File: config.mk
export PLATFORM = sky130hd
export DESIGN_NAME = wpa_rsn_ie_parser_core_flat
export DESIGN_NICKNAME = d
export VERILOG_FILES = /design/src/rtl/core/wrip_pkg.sv /design/src/rtl/core/wrip_stream_if.sv /design/src/rtl/core/wpa_rsn_ie_parser_core.sv /design/src/rtl/core/wrip_step.sv /design/src/rtl/core/wrip_out_fifo.sv /design/src/flat_wrapper.sv
export VERILOG_INCLUDE_DIRS = /design/src /design/src/rtl/core
export SDC_FILE = /design/constraint.sdc
export NUM_CORES = 1
export LEC_CHECK = 0
export BUFFER_PORTS_ARGS = -buffer_cell sky130_fd_sc_hd__buf_2
export CAP_MARGIN = 5
export CORE_AREA = 4 4 41 43
export DETAILED_ROUTE_END_ITERATION = 10
export DIE_AREA = 0 0 45 47
export GPL_TIMING_DRIVEN = 0
export MAX_ROUTING_LAYER = met4
export PLACE_DENSITY = 0.38
export SYNTH_ARGS = -nofsm -noshare
export SYNTH_HDL_FRONTEND = slang
export SYNTH_SLANG_ARGS = --single-unit
File: constraint.sdc
create_clock -name clk -period 1.7 [get_ports clk]
set_input_delay 0.34 -clock clk [delete_from_list [all_inputs] [get_ports clk]]
set_output_delay 0.34 -clock clk [all_outputs]
set_load 0.02 [all_outputs]
File: src/rtl/core/assert_macros.svh
// assertion macros used by the rtl of the security element parser
// no dependencies; taken in by `include where assertions are written
`ifndef ASSERT_MACROS_SVH
`define ASSERT_MACROS_SVH

// checked property, quiet while reset is asserted
`define WRIP_ASSERT(lbl, clk, rst_n, prop, msg) \
	lbl: assert property (@(posedge clk) disable iff (!(rst_n)) (prop)) else $error(msg);

// checked property, also active during reset
`define WRIP_ASSERT_ALWAYS(lbl, clk, prop, msg) \
	lbl: assert property (@(posedge clk) (prop)) else $error(msg);

`endif

File: src/rtl/core/wrip_pkg.sv
// types, codes and constants of the security element parser
// no dependencies; used by wrip_step, wrip_out_fifo and the parser top level
package wrip_pkg;

	// parse phase codes
	localparam logic [3:0] PH_IDLE  = 4'd0;
	localparam logic [3:0] PH_LEN   = 4'd1;
	localparam logic [3:0] PH_HDR   = 4'd2;
	localparam logic [3:0] PH_VER   = 4'd3;
	localparam logic [3:0] PH_GROUP = 4'd4;
	localparam logic [3:0] PH_PCNT  = 4'd5;
	localparam logic [3:0] PH_PLIST = 4'd6;
	localparam logic [3:0] PH_ACNT  = 4'd7;
	localparam logic [3:0] PH_ALIST = 4'd8;
	localparam logic [3:0] PH_DONE  = 4'd9;

	// element kinds
	localparam logic [1:0] KIND_NONE = 2'd0;
	localparam logic [1:0] KIND_RSN  = 2'd1;
	localparam logic [1:0] KIND_WPA  = 2'd2;

	// element ids
	localparam logic [7:0] ID_RSN = 8'h30;
	localparam logic [7:0] ID_WPA = 8'hdd;

	// suite OUIs
	localparam logic [23:0] OUI_RSN = 24'h000fac;
	localparam logic [23:0] OUI_WPA = 24'h0050f2;

	// vendor header of a WPA element: OUI then type 1
	localparam logic [7:0] WPA_HDR [4] = '{8'h00, 8'h50, 8'hf2, 8'h01};

	// length limits
	localparam logic [11:0] MAX_ELEMENT_BYTES = 12'd257;
	localparam logic [11:0] RSN_MIN_LEN       = 12'd4;
	localparam logic [11:0] WPA_MIN_LEN       = 12'd8;
	localparam logic [11:0] POS_MAX           = 12'hfff;

	// cipher and key management codes
	localparam logic [2:0] GROUP_RESET = 3'd6;
	localparam logic [2:0] GROUP_UNDEF = 3'd6;
	localparam logic [7:0] GROUP_MAX   = 8'd5;

	localparam logic [7:0] PW_SEL_NONE = 8'd0;
	localparam logic [7:0] PW_SEL_TKIP = 8'd2;
	localparam logic [7:0] PW_SEL_CCMP = 8'd4;
	localparam logic [3:0] PW_NONE     = 4'b0001;
	localparam logic [3:0] PW_TKIP     = 4'b0010;
	localparam logic [3:0] PW_CCMP     = 4'b0100;
	localparam logic [3:0] PW_UNKNOWN  = 4'b1000;

	localparam logic [7:0] AKM_SEL_NONE = 8'd0;
	localparam logic [7:0] AKM_SEL_EAP  = 8'd1;
	localparam logic [7:0] AKM_SEL_PSK  = 8'd2;
	localparam logic [5:0] KM_UNDEF      = 6'b000000;
	localparam logic [5:0] KM_NONE       = 6'b000001;
	localparam logic [5:0] KM_ADHOC_NONE = 6'b000010;
	localparam logic [5:0] KM_EAP        = 6'b000100;
	localparam logic [5:0] KM_8021X      = 6'b001000;
	localparam logic [5:0] KM_PSK        = 6'b010000;

	localparam logic [1:0] FLAG_WPA = 2'b01;
	localparam logic [1:0] FLAG_RSN = 2'b10;

	// result buffer
	localparam int FIFO_DEPTH = 3;
	localparam int FIFO_PTR_W = $clog2(FIFO_DEPTH);
	localparam int FIFO_CNT_W = $clog2(FIFO_DEPTH + 1);

	typedef struct packed {
		logic [7:0]  ie_byte;
		logic        first_byte;
		logic        last_byte;
		logic [11:0] available_length;
		logic        adhoc_mode;
		logic [2:0]  prior_group;
		logic [3:0]  prior_pairwise;
		logic [5:0]  prior_key_mgmt;
		logic [1:0]  prior_protocols;
	} wrip_in_t;

	typedef struct packed {
		logic [2:0] group_cipher;
		logic [3:0] pairwise_flags;
		logic [5:0] key_mgmt_flags;
		logic [1:0] protocol_flags;
	} wrip_out_t;

	typedef struct packed {
		logic [11:0] byte_position;
		logic [11:0] effective_length;
		logic [1:0]  element_kind;
		logic [3:0]  parse_phase;
		logic [15:0] suite_count;
		logic [23:0] suite_bytes;
		logic [2:0]  acc_group;
		logic [3:0]  acc_pairwise;
		logic [5:0]  acc_key_mgmt;
		logic [1:0]  acc_protocols;
		logic        adhoc_flag;
		logic        parse_stopped;
	} wrip_state_t;

	// parse state after reset: idle, group code undefined, all flags clear
	localparam wrip_state_t STATE_RESET = '{
		byte_position:    12'd0,
		effective_length: 12'd0,
		element_kind:     KIND_NONE,
		parse_phase:      PH_IDLE,
		suite_count:      16'd0,
		suite_bytes:      24'd0,
		acc_group:        GROUP_RESET,
		acc_pairwise:     4'd0,
		acc_key_mgmt:     KM_UNDEF,
		acc_protocols:    2'd0,
		adhoc_flag:       1'b0,
		parse_stopped:    1'b0
	};

	typedef struct packed {
		logic [FIFO_CNT_W-1:0] count;
		logic                  full;
	} wrip_fifo_stat_t;

endpackage

File: src/rtl/core/wrip_stream_if.sv
// valid/ready channel carrying one word of a given payload type
// depends on nothing; payload types come from wrip_pkg
interface wrip_stream_if #(
	parameter type payload_t = logic
);
	logic     valid;
	logic     ready;
	payload_t payload;

	modport source (output valid, output payload, input ready);
	modport sink   (input valid, input payload, output ready);
endinterface

File: src/rtl/core/wpa_rsn_ie_parser_core.sv
// top level of the 802.11 RSN / WPA security element parser
// depends on wrip_pkg, wrip_stream_if, wrip_step, wrip_out_fifo, assert_macros.svh
//
// usage
// - ie_bytes: one word per element byte, element id first (first_byte set),
//   prior cipher / key management / protocol values and available_length
//   ride with the id byte; last_byte marks the final byte delivered
// - result: one word per last_byte word, the group code and the pairwise,
//   key management and protocol flags after that byte
// - every byte lands in the input register; in the next cycle it updates
//   the parse state and, if last, enters the result buffer
// - a last byte passes the input register and is then written into the result
//   buffer, whose registered occupancy raises the result valid
// - throughput is one byte per cycle while ready is high; the parse state
//   register loops back through the per-byte next-state logic
// - ready only looks at registered occupancy: it drops when the input
//   register plus the three-entry result buffer could not hold another
//   result, so a stalled receiver backs up the byte side once the buffer fills
// - reset clears the parse state (group code undefined, all flags zero),
//   the input valid flag and the result buffer occupancy
`include "assert_macros.svh"

module wpa_rsn_ie_parser_core import wrip_pkg::*; (
	input  logic          clk,
	input  logic          arst_n,
	wrip_stream_if.sink   ie_bytes,
	wrip_stream_if.source result
);

	// input register
	wrip_in_t        word_s1;
	logic            valid_s1;

	// parse state
	wrip_state_t     state_q;
	wrip_state_t     state_nxt;
	wrip_out_t       res_nxt;

	wrip_fifo_stat_t fifo_stat;
	logic            accept;
	logic            push;
	logic [FIFO_CNT_W:0] pending;

	// terms of the checks below
	logic            room_ok;
	logic            past_len;
	logic            len_ok;

	// words that may still turn into results: buffered plus in flight
	assign pending        = {1'b0, fifo_stat.count} + (FIFO_CNT_W + 1)'(valid_s1);
	assign ie_bytes.ready = (pending < (FIFO_CNT_W + 1)'(FIFO_DEPTH));
	assign accept         = ie_bytes.valid && ie_bytes.ready;
	assign push           = valid_s1 && word_s1.last_byte;

	always_ff @(posedge clk) begin
		if (accept) word_s1 <= ie_bytes.payload;
	end

	always_ff @(posedge clk or negedge arst_n) begin
		if (!arst_n) begin
			valid_s1 <= 1'b0;
		end else begin
			valid_s1 <= accept;
		end
	end

	// byte at a time parse logic
	wrip_step u_step (
		.state (state_q),
		.word  (word_s1),
		.next  (state_nxt),
		.res   (res_nxt)
	);

	always_ff @(posedge clk or negedge arst_n) begin
		if (!arst_n) begin
			state_q <= STATE_RESET;
		end else if (valid_s1) begin
			state_q <= state_nxt;
		end
	end

	// result buffer and output channel
	wrip_out_fifo u_out_fifo (
		.clk       (clk),
		.arst_n    (arst_n),
		.push      (push),
		.push_data (res_nxt),
		.result    (result),
		.stat      (fifo_stat)
	);

	assign room_ok  = !fifo_stat.full || (result.valid && result.ready);
	assign past_len = (state_q.parse_phase != PH_IDLE) && (state_q.parse_phase != PH_LEN);
	assign len_ok   = (state_q.effective_length <= MAX_ELEMENT_BYTES);

	// buffer never takes a result it has no room for
	`WRIP_ASSERT(a_no_overflow, clk, arst_n, push |-> room_ok, "result buffer overflow")
	// an accepted word is always worked on in the next cycle
	`WRIP_ASSERT(a_accept_s1, clk, arst_n, accept |=> valid_s1, "accepted word lost before parse")
	// once past the length byte the element length is clamped
	`WRIP_ASSERT(a_len_clamp, clk, arst_n, past_len |-> len_ok, "element length not clamped")

endmodule

File: src/rtl/core/wrip_step.sv
// per-byte next-state logic of the security element parser
// depends on wrip_pkg
module wrip_step import wrip_pkg::*; (
	input  wrip_state_t state,
	input  wrip_in_t    word,
	output wrip_state_t next,
	output wrip_out_t   res
);

	logic [7:0]  b;
	logic [11:0] pos;
	logic        run;
	logic [11:0] len_w;
	logic [1:0]  sub_p;
	logic [1:0]  sub_l;
	logic [23:0] oui;
	logic        oui_hit;
	logic [15:0] cnt_new;
	logic [18:0] need;
	logic [15:0] cnt_dec;

	// suite bytes are gathered MSB first
	function automatic logic [23:0] collect(logic [1:0] sub, logic [23:0] cur, logic [7:0] v);
		logic [23:0] r;
		r = cur;
		unique case (sub)
			2'd0:    r = {v, 16'h0000};
			2'd1:    r = {cur[23:16], v, 8'h00};
			2'd2:    r = {cur[23:8], v};
			default: r = cur;
		endcase
		return r;
	endfunction

	assign b       = word.ie_byte;
	assign pos     = state.byte_position;
	assign run     = !state.parse_stopped && (state.parse_phase != PH_IDLE)
		&& (state.element_kind != KIND_NONE);
	assign sub_p   = pos[1:0];
	assign sub_l   = pos[1:0] - 2'd2;
	assign oui     = (state.element_kind == KIND_RSN) ? OUI_RSN : OUI_WPA;
	assign oui_hit = (state.suite_bytes == oui);
	assign cnt_new = {b, state.suite_count[7:0]};
	assign need    = {7'd0, pos} + 19'd1 + {1'b0, cnt_new, 2'b00};
	assign cnt_dec = state.suite_count - 16'd1;

	always_comb begin
		next  = state;
		len_w = {4'd0, b} + 12'd2;
		if (len_w > state.effective_length) len_w = state.effective_length;
		if (len_w > MAX_ELEMENT_BYTES) len_w = MAX_ELEMENT_BYTES;

		if (word.first_byte) begin
			next.effective_length = word.available_length;
			next.adhoc_flag       = word.adhoc_mode;
			next.acc_group        = word.prior_group;
			next.acc_pairwise     = word.prior_pairwise;
			next.acc_key_mgmt     = word.prior_key_mgmt;
			next.acc_protocols    = word.prior_protocols;
			next.suite_count      = '0;
			next.suite_bytes      = '0;
			next.parse_phase      = PH_LEN;
			next.parse_stopped    = 1'b0;
			next.byte_position    = 12'd1;
			if (b == ID_RSN) begin
				next.element_kind = KIND_RSN;
			end else if (b == ID_WPA) begin
				next.element_kind = KIND_WPA;
			end else begin
				next.element_kind  = KIND_NONE;
				next.parse_stopped = 1'b1;
			end
		end else begin
			if (run && state.parse_phase == PH_LEN) begin
				next.effective_length = len_w;
				if (state.element_kind == KIND_RSN) begin
					if (len_w < RSN_MIN_LEN) next.parse_stopped = 1'b1;
					else next.parse_phase = PH_VER;
				end else begin
					if (len_w < WPA_MIN_LEN) next.parse_stopped = 1'b1;
					else next.parse_phase = PH_HDR;
				end
			end else if (run && pos < state.effective_length) begin
				unique case (state.parse_phase)
					PH_HDR: begin
						if (b != WPA_HDR[sub_l]) next.parse_stopped = 1'b1;
						else if (sub_l == 2'd3) next.parse_phase = PH_VER;
					end
					PH_VER: begin
						if (pos[0]) begin
							next.acc_protocols = state.acc_protocols
								| ((state.element_kind == KIND_RSN) ? FLAG_RSN : FLAG_WPA);
							next.parse_phase = PH_GROUP;
						end
					end
					PH_GROUP: begin
						if (sub_p != 2'd3) begin
							next.suite_bytes = collect(sub_p, state.suite_bytes, b);
						end else begin
							if (oui_hit) next.acc_group = (b <= GROUP_MAX) ? b[2:0] : GROUP_UNDEF;
							next.parse_phase = PH_PCNT;
						end
					end
					PH_PCNT, PH_ACNT: begin
						if (!pos[0]) begin
							next.suite_count = {8'h00, b};
						end else begin
							next.suite_count = cnt_new;
							// whole list must fit inside the element
							if (need > {7'd0, state.effective_length}) begin
								next.parse_stopped = 1'b1;
							end else if (cnt_new == 16'd0) begin
								next.parse_phase = (state.parse_phase == PH_PCNT) ? PH_ACNT : PH_DONE;
							end else begin
								next.parse_phase = (state.parse_phase == PH_PCNT) ? PH_PLIST : PH_ALIST;
							end
						end
					end
					PH_PLIST: begin
						if (sub_l != 2'd3) begin
							next.suite_bytes = collect(sub_l, state.suite_bytes, b);
						end else begin
							if (oui_hit) begin
								if (b == PW_SEL_NONE) next.acc_pairwise = PW_NONE;
								else if (b == PW_SEL_TKIP) next.acc_pairwise = state.acc_pairwise | PW_TKIP;
								else if (b == PW_SEL_CCMP) next.acc_pairwise = state.acc_pairwise | PW_CCMP;
								else next.acc_pairwise = state.acc_pairwise | PW_UNKNOWN;
							end
							next.suite_count = cnt_dec;
							if (cnt_dec == 16'd0) next.parse_phase = PH_ACNT;
						end
					end
					PH_ALIST: begin
						if (sub_p != 2'd3) begin
							next.suite_bytes = collect(sub_p, state.suite_bytes, b);
						end else begin
							if (oui_hit) begin
								// a bare "none" gives way to the listed suites
								next.acc_key_mgmt = (state.acc_key_mgmt == KM_NONE) ? KM_UNDEF
									: state.acc_key_mgmt;
								if (b == AKM_SEL_NONE)
									next.acc_key_mgmt = next.acc_key_mgmt
										| (state.adhoc_flag ? KM_ADHOC_NONE : KM_NONE);
								else if (b == AKM_SEL_EAP)
									next.acc_key_mgmt = next.acc_key_mgmt | KM_EAP | KM_8021X;
								else if (b == AKM_SEL_PSK)
									next.acc_key_mgmt = next.acc_key_mgmt | KM_PSK;
							end
							next.suite_count = cnt_dec;
							if (cnt_dec == 16'd0) next.parse_phase = PH_DONE;
						end
					end
					default: begin
					end
				endcase
			end
			next.byte_position = (pos != POS_MAX) ? pos + 12'd1 : pos;
		end
	end

	assign res.group_cipher   = next.acc_group;
	assign res.pairwise_flags = next.acc_pairwise;
	assign res.key_mgmt_flags = next.acc_key_mgmt;
	assign res.protocol_flags = next.acc_protocols;

endmodule

File: src/rtl/core/wrip_out_fifo.sv
// small result buffer that drives the result channel
// depends on wrip_pkg and wrip_stream_if
module wrip_out_fifo import wrip_pkg::*; (
	input  logic            clk,
	input  logic            arst_n,
	input  logic            push,
	input  wrip_out_t       push_data,
	wrip_stream_if.source   result,
	output wrip_fifo_stat_t stat
);

	wrip_out_t             entries_q [FIFO_DEPTH];
	logic [FIFO_PTR_W-1:0] wr_ptr_q;
	logic [FIFO_PTR_W-1:0] rd_ptr_q;
	logic [FIFO_CNT_W-1:0] count_q;
	logic                  pop;

	function automatic logic [FIFO_PTR_W-1:0] ptr_inc(logic [FIFO_PTR_W-1:0] p);
		return (p == FIFO_PTR_W'(FIFO_DEPTH - 1)) ? '0 : p + FIFO_PTR_W'(1);
	endfunction

	assign pop            = result.valid && result.ready;
	assign result.valid   = (count_q != '0);
	assign result.payload = entries_q[rd_ptr_q];
	assign stat.count     = count_q;
	assign stat.full      = (count_q == FIFO_CNT_W'(FIFO_DEPTH));

	always_ff @(posedge clk) begin
		if (push) entries_q[wr_ptr_q] <= push_data;
	end

	always_ff @(posedge clk or negedge arst_n) begin
		if (!arst_n) begin
			wr_ptr_q <= '0;
			rd_ptr_q <= '0;
			count_q  <= '0;
		end else begin
			if (push) wr_ptr_q <= ptr_inc(wr_ptr_q);
			if (pop) rd_ptr_q <= ptr_inc(rd_ptr_q);
			unique case ({push, pop})
				2'b10:   count_q <= count_q + FIFO_CNT_W'(1);
				2'b01:   count_q <= count_q - FIFO_CNT_W'(1);
				default: count_q <= count_q;
			endcase
		end
	end

endmodule
File: src/flat_wrapper.sv
// flat-port wrapper written by rule: the top's interface ports become plain ports
module wpa_rsn_ie_parser_core_flat import wrip_pkg::*;
  (clk, arst_n, ie_bytes_valid, ie_bytes_payload, ie_bytes_ready, result_valid, result_payload, result_ready);
  wrip_stream_if ie_bytes_i ();
  wrip_stream_if result_i ();
  input  logic clk;
  input  logic arst_n;
  input wire logic [$bits(ie_bytes_i.valid)-1:0] ie_bytes_valid;
  input wire logic [$bits(ie_bytes_i.payload)-1:0] ie_bytes_payload;
  output wire logic [$bits(ie_bytes_i.ready)-1:0] ie_bytes_ready;
  output wire logic [$bits(result_i.valid)-1:0] result_valid;
  output wire logic [$bits(result_i.payload)-1:0] result_payload;
  input wire logic [$bits(result_i.ready)-1:0] result_ready;
  assign ie_bytes_i.valid = ie_bytes_valid;
  assign ie_bytes_i.payload = ie_bytes_payload;
  assign ie_bytes_ready = ie_bytes_i.ready;
  assign result_valid = result_i.valid;
  assign result_payload = result_i.payload;
  assign result_i.ready = result_ready;
  wpa_rsn_ie_parser_core u_core (.clk(clk), .arst_n(arst_n), .ie_bytes(ie_bytes_i), .result(result_i));
endmodule
Word-level counts from Yosys, hierarchy flattened
Index checks and enable logic that the tools add are counted.

operators by class
  reduce and logical (&&, ||, !) cells = 3
  $lt $le $gt $ge = 1
  mux-type cells = 1
  add/subtract/negate cells = 2

operator list
  cell                 count
  $add 2x1->3          1
  $lt 3x2->1 const B   1
  $logic_and 1x1->1    2
  $mux 2               1
  $reduce_bool 2->1    1
  $sub 2x1->2 const B  1

storage, ports and cells
  flip-flop bits (word level) = 3
  input port bits = 5
  output and inout bits = 3

Logic depth before layout (Yosys ltp)
  depth in word-level cells = 3
  mapped depth = 4
  depth with buffers taken out = 4

Hierarchy
A second synthesis with hierarchy kept.

unflattened totals
  cells, all modules = 984
  area, all modules = 8768.4 µm²

by module, submodules not included
  module                  cells each  area an instance (µm²)  times used  seq. area each (µm²)
  wrip_step               760         4926.0                  1           0.0
  wpa_rsn_ie_parser_core  191         3448.3                  1           2234.6
  wrip_out_fifo           33          394.1                   1           240.2

Worst setup path before layout
OpenSTA, ideal clock, no wires.

  path kind = reg-to-output
  from = reg u_core.u_out_fifo.count_q[0]
  to = out ie_bytes_ready
  slack = 0.267 ns
  path buffers = 0
  data arrival time = 1.093 ns
  cell stages (with the launch flop) = 4
  path through = dfrtp_1 > ha_1 > ha_1 > a21oi_2

on the way
  longest elaborated chain between the ends = 2

RTL lines
  element                 RTL line                      source
  from (decl)             wrip_out_fifo.sv:15           logic [FIFO_CNT_W-1:0] count_q;
  from (signal assigned)  wrip_out_fifo.sv:41           2'b10: count_q <= count_q + FIFO_CNT_W'(1);
  from (signal assigned)  wrip_out_fifo.sv:42           2'b01: count_q <= count_q - FIFO_CNT_W'(1);
  from (signal assigned)  wrip_out_fifo.sv:43           default: count_q <= count_q;
  $add 2x1->3             wpa_rsn_ie_parser_core.sv:50  assign pending = {1'b0, fifo_stat.count} + (FIFO_CNT_W + 1)'(valid_s1);
  $lt 3x2->1              wpa_rsn_ie_parser_core.sv:51  assign ie_bytes.ready = (pending < (FIFO_CNT_W + 1)'(FIFO_DEPTH));
  to (decl)               flat_wrapper.sv:10            output wire logic [$bits(ie_bytes_i.ready)-1:0] ie_bytes_ready;

No other way between the ends.

Final worst setup path
Ends and elaborated chain as after synthesis.

==> impl_metrics.ini <==
[cts]
h-tree-depth = 1
insertion_delay_ns = 0.23
cts-root-buf = clkbuf_4
cts_made_buffers = 3
cts_tree = yes
clkTransAtPathRegs_ns = 0.03
cts_max_path_buffers = 2
cts.sinks = 3

[synth]
synth-xor-area-share = 0.0479
synth_top_family_by_area = adder cells
synthTopCellsByArea = dfrtp_1 41%, ha_1 21%, nor2b_4 7.5%
synthesis.nets = 24
synth.mux.area_fraction = 0.0548
synth_area_um2 = 183
synthAdderAreaFrac = 0.205
synth_top_area_frac = 0.411
postSynthAreaPerCell_um2 = 11.4
synth_warnings = 0
synth_simple_gate_area_frac = 0.110
ys_seq_elements = 3
synth-compound-area-share = 0.0479
postSynthCellCount = 16
yosys.area.top_type = dfrtp_1
yosysSeqAreaShare = 0.411
synth_cell_types = 10

[hold_path]
holdPathStages = 2
min_from = ie_bytes_valid
min-delay-path-class = in2reg
whs_endpoint = u_core.valid_s1

[drt]
viasPerCell = 3.31
routed_wl_um = 325
drt-initial-drc-count = 0
wl_per_cell_um = 7.74
firstDrtPassIters = 1
ant_nets = 0
drc = 0
vias = 139

[sta]
setup_viol = 0
final.setup_skew_ns = 0.00128
clock.fmax_ghz = 0.603
finalHoldViolCount = 0
layout_worst_path_cycle_share = 0.976
period_needed_ns = 1.66
slew_viol_final = 0
rsz0062_at_grt = false
tns_ns = 0

[floorplan]
die_h_um = 47
start_util = 0.140
die_area_um2 = 2120
fp-row-count = 13
io_pins = 8
coreArea_um2 = 1300
die_w_um = 45

[placed_design]
portBuffers = 5
gp_congestion = 0.726
hpwl_um = 237

[layout]
nFillCells = 151
layout_commonest_cell = buf_2
antenna_cells = 0
syn2layout_area_growth_pct = 63.7
layout_common_cells = 4 x buf_2, 3 x inv_1, 3 x clkbuf_4, 3 x dfrtp_1, 2 x buf_4
fin_util = 0.230
nets = 36
drive_gt1_frac = 0.519

[grt]
grt_pass1_wl_um = 572
grt_pass1_vias = 164
grt_use_total = 0.0458
grt_max_degree = 4
grt-ovfl-total = 0
antenna_found_initial = 0

[run_status]
status = finished clean

[worst_setup_path]
critPathBufInv = 1
max_stage_delay_ns = 0.38
path_max_fanout = 2
end_kind = primary output
crit_arrival_ns = 1.32
reg2reg_from = u_core.u_out_fifo.count_q[0]
slowest_stage = dfrtp_1
path_class = reg2out
rr_endpoint = u_core.valid_s1
path_cells = ha_2 > ha_4 > a21oi_4 > buf_6
ff2ff_path_depth = 4
critPathRequiredTime_ns = 1.36
cp_top_family = adder cells
rrSetupSlack_ns = 0.52
crit_path_start_kind = register

[power_and_ir_drop]
peakVddDrop_mv = 0.582
pwr_density_cell_nw_per_um2 = 2230
p_leak_uw = 0.000146

[job]
maxCapViolCount = 0
logic make-up (layout without fill, tap and decap cells):
family | after synthesis | in the layout
DFF | 3 | 3
xor gates and xnor gates | 1 | 1
other | 1 | 1
and+or+nand+nor | 2 | 2
adders and majority gates | 3 | 3
buffers and inverters | 4 | 15
AOI/OAI and AO/OA | 1 | 1
muxes | 1 | 1
cells in the mapped netlist (all sizes together):
cell / n
nor2b: 1
xnor2: 1
inv: 3
conb: 1
a21oi: 1
and2: 1
mux2i: 1
ha: 3
dfrtp: 3
buf: 1
sequential cells by signal, summed over array words and instances, names as in the netlist:
name,count
u_core.u_out_fifo.count_q,2
u_core.valid_s1,1
repair_timing:
item | in CTS | in global routing
endpoints found under the setup margin | 1 | 1
buffers inserted | 1 | 0
hold buffers | 1 | 0
hold endpoints to repair | 3 | 0
pin swaps | 2 | 0
gates cloned | 0 | 0
resized for setup | 3 | 2
through the flow:
step / setup slack, ns / instance area [um2] / hold slack (ns) / power [uW] / instances
6_report: 0.0408 / 299 / 0.336 / 667 / 42
3_3_place_gp: 0.209 / 226 / 0.135 / 402 / 36
2_1_floorplan: 0.267 / 183 / 0.0444 / 339 / 16
5_1_grt: 0.00217 / 299 / 0.346 / 725 / 42
4_1_cts: 0.0250 / 288 / 0.327 / 609 / 42
3_5_place_dp: 0.182 / 226 / 0.136 / 411 / 36
worst max-delay path by stage:
| stage | startpoint | end | cells past startpoint |
|---|---|---|---|
| after global placement | u_core.u_out_fifo.count_q[0] | ie_bytes_ready | 4 |
| after global routing | u_core.u_out_fifo.count_q[0] | ie_bytes_ready | 4 |
| after CTS | u_core.u_out_fifo.count_q[0] | ie_bytes_ready | 4 |
| final | u_core.u_out_fifo.count_q[0] | ie_bytes_ready | 4 |
| after detailed placement | u_core.u_out_fifo.count_q[0] | ie_bytes_ready | 4 |
| after floorplan | u_core.u_out_fifo.count_q[0] | ie_bytes_ready | 3 |
power by group:
group	internal, uW	switching, uW	total [uW]	leakage (uW)
Combinational	218	193	411	0.0000948
Sequential	109	23.7	133	0.0000357
Clock	87.9	35.5	123	0.0000150
Total	415	252	667	0.000146
area by class of cell:
class / instances / area (um2) / area share
Buffer: 1 / 7.51 / 0.0251
Clock buffer: 4 / 26.3 / 0.0879
Inverter: 3 / 11.3 / 0.0377
Multi-Input combinational cell: 9 / 111 / 0.372
Sequential cell: 3 / 75.1 / 0.251
Tap cell: 15 / 18.8 / 0.0628
Timing Repair Buffer: 7 / 48.8 / 0.163
metal layers:
layer,GRT usage,up-vias,routed length [um]
met2,0.0706,4,190
met5,-,-,0
met3,0.0115,2,15
met1,0.0297,65,103
met4,0.0877,0,16
li1,-,68,-
(Power assumes the default switching activity.)
